[config.mk]
export PLATFORM = sky130hd
export DESIGN_NAME = ramu_ctrl
export DESIGN_NICKNAME = d
export VERILOG_FILES = /design/src/rtl/core/ramu_pkg.sv /design/src/rtl/core/ramu_ctrl.sv
export VERILOG_INCLUDE_DIRS = /design/src /design/src/rtl/core
export SDC_FILE = /design/constraint.sdc
export NUM_CORES = 1
export LEC_CHECK = 0
export ABC_AREA = 1
export BUFFER_PORTS_ARGS = -buffer_cell sky130_fd_sc_hd__buf_2
export CORE_MARGIN = 2
export CORE_UTILIZATION = 25
export DETAILED_ROUTE_END_ITERATION = 8
export GPL_TIMING_DRIVEN = 0
export PLACE_DENSITY = 0.5
export SETUP_SLACK_MARGIN = 0.3
export SLEW_MARGIN = 5
export SYNTH_ARGS = -nofsm -noshare
export SYNTH_HDL_FRONTEND = slang
export SYNTH_SLANG_ARGS = --single-unit
[constraint.sdc]
create_clock -name clk -period 1.17 [get_ports clk]
set_input_delay 0.117 -clock clk [delete_from_list [all_inputs] [get_ports clk]]
set_output_delay 0.117 -clock clk [all_outputs]
set_load 0.05 [all_outputs]
[src/rtl/core/rational_add_mul_unit_macros.svh]
// assertion macros for the rational add/multiply unit
// no dependencies
`ifndef RATIONAL_ADD_MUL_UNIT_MACROS_SVH
`define RATIONAL_ADD_MUL_UNIT_MACROS_SVH

// implication checked on every rising clock edge outside reset
`define RAM_ASSERT_IMP(label, ante, cons, msg) \
    label: assert property (@(posedge clk) disable iff (!rst_n) (ante) |-> (cons)) \
        else $error(msg);

// next-cycle implication checked outside reset
`define RAM_ASSERT_NEXT(label, ante, cons, msg) \
    label: assert property (@(posedge clk) disable iff (!rst_n) (ante) |=> (cons)) \
        else $error(msg);

`endif

[src/rtl/core/ramu_pkg.sv]
// package for the rational add/multiply unit: types and constants
// no dependencies
`timescale 1ns / 1ps
`default_nettype none

package ramu_pkg;

    localparam int unsigned W = 32;
    localparam int unsigned CW = 6;

    typedef logic [W-1:0] word_t;

    typedef enum logic [1:0] {
        FUNC_ADD = 2'd0,
        FUNC_MUL = 2'd1
    } func_code_t;

    typedef enum logic [3:0] {
        ST_IDLE,
        ST_NORM_A,
        ST_NORM_B,
        ST_MUL1,
        ST_MUL2,
        ST_MUL3,
        ST_NORM_R,
        ST_GCD,
        ST_DIVN,
        ST_DIVD,
        ST_DONE
    } state_t;

    // datapath operations the controller issues
    typedef struct packed {
        logic load;      // capture request
        logic prep_a;    // sign fix and gcd setup for operand a
        logic prep_b;
        logic mul1;
        logic mul2;
        logic mul3;
        logic prep_r;
        logic gcd_step;
        logic div_start_n;
        logic div_start_d;
        logic div_step;
        logic store;     // latch quotient into the selected operand
        logic [1:0] target; // 0 a, 1 b, 2 result
        logic out_load;
    } ctrl_cmd_t;

    typedef struct packed {
        logic trivial;   // zero numerator, no gcd needed
        logic gcd_done;
        logic div_done;
    } ctrl_stat_t;

    localparam logic [1:0] TGT_A = 2'd0;
    localparam logic [1:0] TGT_B = 2'd1;
    localparam logic [1:0] TGT_R = 2'd2;

endpackage

`default_nettype wire

[src/rtl/core/ramu_ctrl.sv]
// controller state machine for the rational add/multiply unit
// depends on ramu_pkg and rational_add_mul_unit_macros.svh
`timescale 1ns / 1ps
`default_nettype none

`include "rational_add_mul_unit_macros.svh"

module ramu_ctrl
    import ramu_pkg::*;
(
    input  wire logic       clk,
    input  wire logic       rst_n,
    input  wire logic       in_fire,
    input  wire logic       out_free,
    input  wire ctrl_stat_t stat,
    output ctrl_cmd_t       cmd,
    output logic            busy
);

    state_t     state_reg, state_next;
    logic [1:0] tgt_reg, tgt_next;

    always_ff @(posedge clk or negedge rst_n)
    begin
        if (!rst_n)
        begin
            state_reg <= ST_IDLE;
            tgt_reg   <= TGT_A;
        end
        else
        begin
            state_reg <= state_next;
            tgt_reg   <= tgt_next;
        end
    end

    always_comb
    begin
        state_next = state_reg;
        tgt_next   = tgt_reg;
        case (state_reg)
            ST_IDLE:   if (in_fire) state_next = ST_NORM_A;
            ST_NORM_A:
            begin
                tgt_next   = TGT_A;
                state_next = stat.trivial ? ST_NORM_B : ST_GCD;
            end
            ST_NORM_B:
            begin
                tgt_next   = TGT_B;
                state_next = stat.trivial ? ST_MUL1 : ST_GCD;
            end
            ST_MUL1:   state_next = ST_MUL2;
            ST_MUL2:   state_next = ST_MUL3;
            ST_MUL3:   state_next = ST_NORM_R;
            ST_NORM_R:
            begin
                tgt_next   = TGT_R;
                state_next = stat.trivial ? ST_DONE : ST_GCD;
            end
            ST_GCD:    if (stat.gcd_done) state_next = ST_DIVN;
            ST_DIVN:   if (stat.div_done) state_next = ST_DIVD;
            ST_DIVD:
            begin
                if (stat.div_done)
                begin
                    case (tgt_reg)
                        TGT_A:   state_next = ST_NORM_B;
                        TGT_B:   state_next = ST_MUL1;
                        default: state_next = ST_DONE;
                    endcase
                end
            end
            ST_DONE:   if (out_free) state_next = ST_IDLE;
            default:   state_next = ST_IDLE;
        endcase
    end

    always_comb
    begin
        cmd        = '0;
        cmd.target = tgt_reg;
        busy       = (state_reg != ST_IDLE);
        case (state_reg)
            ST_IDLE:   cmd.load = in_fire;
            ST_NORM_A: begin cmd.prep_a = 1'b1; cmd.target = TGT_A; end
            ST_NORM_B: begin cmd.prep_b = 1'b1; cmd.target = TGT_B; end
            ST_MUL1:   cmd.mul1 = 1'b1;
            ST_MUL2:   cmd.mul2 = 1'b1;
            ST_MUL3:   cmd.mul3 = 1'b1;
            ST_NORM_R: begin cmd.prep_r = 1'b1; cmd.target = TGT_R; end
            ST_GCD:
            begin
                cmd.gcd_step    = !stat.gcd_done;
                cmd.div_start_n = stat.gcd_done;
            end
            ST_DIVN:
            begin
                cmd.div_step    = !stat.div_done;
                cmd.div_start_d = stat.div_done;
                cmd.store       = stat.div_done;
            end
            ST_DIVD:
            begin
                cmd.div_step = !stat.div_done;
                cmd.store    = stat.div_done;
            end
            ST_DONE:   cmd.out_load = out_free;
            default:   cmd = '0;
        endcase
    end

    `RAM_ASSERT_IMP(a_load_idle, cmd.load, state_reg == ST_IDLE, "load outside idle")
    `RAM_ASSERT_NEXT(a_fire_go, in_fire && !busy, state_reg == ST_NORM_A, "request dropped")
    `RAM_ASSERT_IMP(a_store_div, cmd.store, stat.div_done, "store before divide ends")

endmodule

`default_nettype wire

==> metrics.cfg <==
[status]
status=complete, but fails checks
violations=negative setup slack

[sta]
fmax_ghz=0.623
slew_headroom=0.837
setup_tns_ns=-7.15
min_period_over_period=1.37
slew_violations=0
hold_ws_ns=0.183
rsz0062_at_grt=yes
worst_slack_ns=-0.436
worst_pin_slew_ns=0.244
skew_ns=0.00462
final-hold-violation-count=0
setup_viol=22
fin_crit_ns=1.61

[finish]
nets=163
drive_gt1_frac=0.729
design_area_um2=1460
fin_cells=183
antenna_cells=0
largest_reg_flops=4
area_growth_pct=155
fill_cells=163

[die]
initial_core_util=0.262
die_w_um=51.9
pin_count=23
chipHeight_um=51.9
fp.dieArea_um2=2690
coreArea_um2=2190
rows=17

[global_route]
track_usage=0.167
grt-ovfl-total=0
grt_pass1_wl_um=3290
antenna_found_initial=0
grt_pass1_vias=780
grt_max_degree=8

[drt]
wire_per_inst_um=12.1
antenna_left=0
wl_um=2210
via_per_inst=4.42
dr.pass1.iters=4
drc=0
dr_total_vias=809
first_iter_violations=9

[synthesis]
syn_avg_cell_area_um2=5.85
yosysUniqueCellTypes=16
synthesis.nets=105
synth_area_leaders=dfrtp_1 (26%), nand2_1 (22%), inv_1 (11%)
yosysMostFrequentCell=nand2_1
yosysTopAreaCell=dfrtp_1
synth_top_area_frac=0.262
syn_inst=98
synth_seq_area_share=0.262
synth_edf_count=0
synthTopCellsByCount=nand2_1 (34), inv_1 (17), nor2_1 (10)
synth_flop_cell=dfrtp_1
async_flop_share=1.00
ys_seq_elements=6
ys_warn_count=0
syn-cell-area_um2=573

[clocking]
cts_tree=yes
ctsLongestPathBuffers=2
insertion_delay_ns=0.25
clk_pin_slew_worst_paths_ns=0.05
cts-root-buf=clkbuf_4
h-tree-depth=1
cts_sinks=6
numCtsBuffers=3

[power_and_ir_drop]
ir_drop_mv=1.73
power_mw=4.41
p_leak_nw=0.724
cellPowerDensity_nw_per_um2=3020

[worst_setup_path]
crit_arrival_ns=1.49
cp.buffers_inverters=2
worst_path_most_repeated_cell=nand2_4
required_ns=1.05
setup.worst_path.start_class=register
cp_max_fo=6
max_stage_delay_ns=0.45
crit_chain=buf_4, nor2_4, nand2_4, nand4_1, nand2_2, nand2_4, buf_8
end_kind=output port
path_class=register to output port
cpLargestDelayFamily=simple AND/OR/NAND/NOR gates
worst_path_max_delay_cell=dfrtp_2

[run]
cap_violations=0

[placement]
placed_cells=148
placed_area_um2=878
dpl.hpwl_um=1280
place_congestion=0.735
port_buffers=22

[min_path]
hp-class=primary input to register

final timing paths:
path	slack [ns]	start	cells past startpoint	endpoint
setup / recovery	-0.44	state_reg[0]	7	cmd[2]
hold / removal	0.18	stat[2]	4	state_reg[2]
min in group asynchronous	0.22	rst_n	2	state_reg[0]
setup reg to reg	-0.29	state_reg[1]	9	state_reg[1]
hold reg to reg	0.58	tgt_reg[0]	2	tgt_reg[0]
max in group asynchronous	0.78	rst_n	2	state_reg[1]
placed cells by master (no fill, tap or decap), types with 2 or more instances in the layout:
master / instances
nand2_2: 9
buf_2: 6
clkbuf_4: 3
nand3_2: 2
buf_6: 18
clkinvlp_4: 6
inv_1: 9
dfrtp_2: 4
inv_2: 4
nor2_4: 12
buf_12: 4
dfrtp_1: 2
nand2_4: 9
buf_8: 9
nand3_1: 3
buf_4: 16
nand3_4: 3
nand4_1: 2
o21ai_2: 2
nor2_2: 2
nand2_1: 19
what timing repair did:
item / 4_1_cts / 5_1_grt
endpoints found under the setup margin: 22 / 22
pin swaps: 19 / 16
hold endpoints to repair: 6 / 0
buffers inserted: 22 / 8
resized for setup: 60 / 15
hold buffers: 1 / 0
report_power, final:
part / internal (mW) / leakage [nW] / switching, mW
sequential: 0.316 / 0.0708 / 0.160
clock: 0.129 / 0.0150 / 0.0771
combinational: 1.67 / 0.638 / 2.06
worst reg2reg max path, stage by stage, from the launching register on:
cell     delay (ns)
dfrtp_2        0.44
buf_6          0.15
buf_4          0.13
nand2_1        0.07
inv_2          0.07
nand3_4        0.10
buf_6          0.11
nand2_4        0.06
o21ai_0        0.15
nand2_1        0.07
cell type report:
| class | count | area [µm²] | area share |
|---|---|---|---|
| buffer | 1 | 11.3 | 0.00771 |
| clock buffer | 4 | 26.3 | 0.0180 |
| inverter | 21 | 109 | 0.0745 |
| multi-input combinational | 70 | 557 | 0.381 |
| sequential | 6 | 155 | 0.106 |
| tap | 28 | 35.0 | 0.0240 |
| timing repair buffer | 53 | 567 | 0.388 |
stage by stage:
stage,utilization,setup slack [ns]
floorplan,-,-0.170
global placement,0.401,-0.430
detailed placement,0.401,-0.428
CTS,0.612,-0.405
global route,0.666,-0.499
finish,0.666,-0.436
cell families after synthesis:
logic type / share of synthesized area
AOI/OAI and AO/OA: 0.0568
buffers and inverters: 0.151
and+or+nand+nor: 0.531
DFF: 0.262
per-layer routing:
layer / global-route usage / up-vias / wire length [µm]
li1: - / 411 / -
met1: 0.208 / 379 / 880
met2: 0.293 / 17 / 1250
met3: 0.0144 / 2 / 67
met4: 0.0658 / 0 / 15
met5: 0 / - / 0
Power figures use the tool's default switching activity.
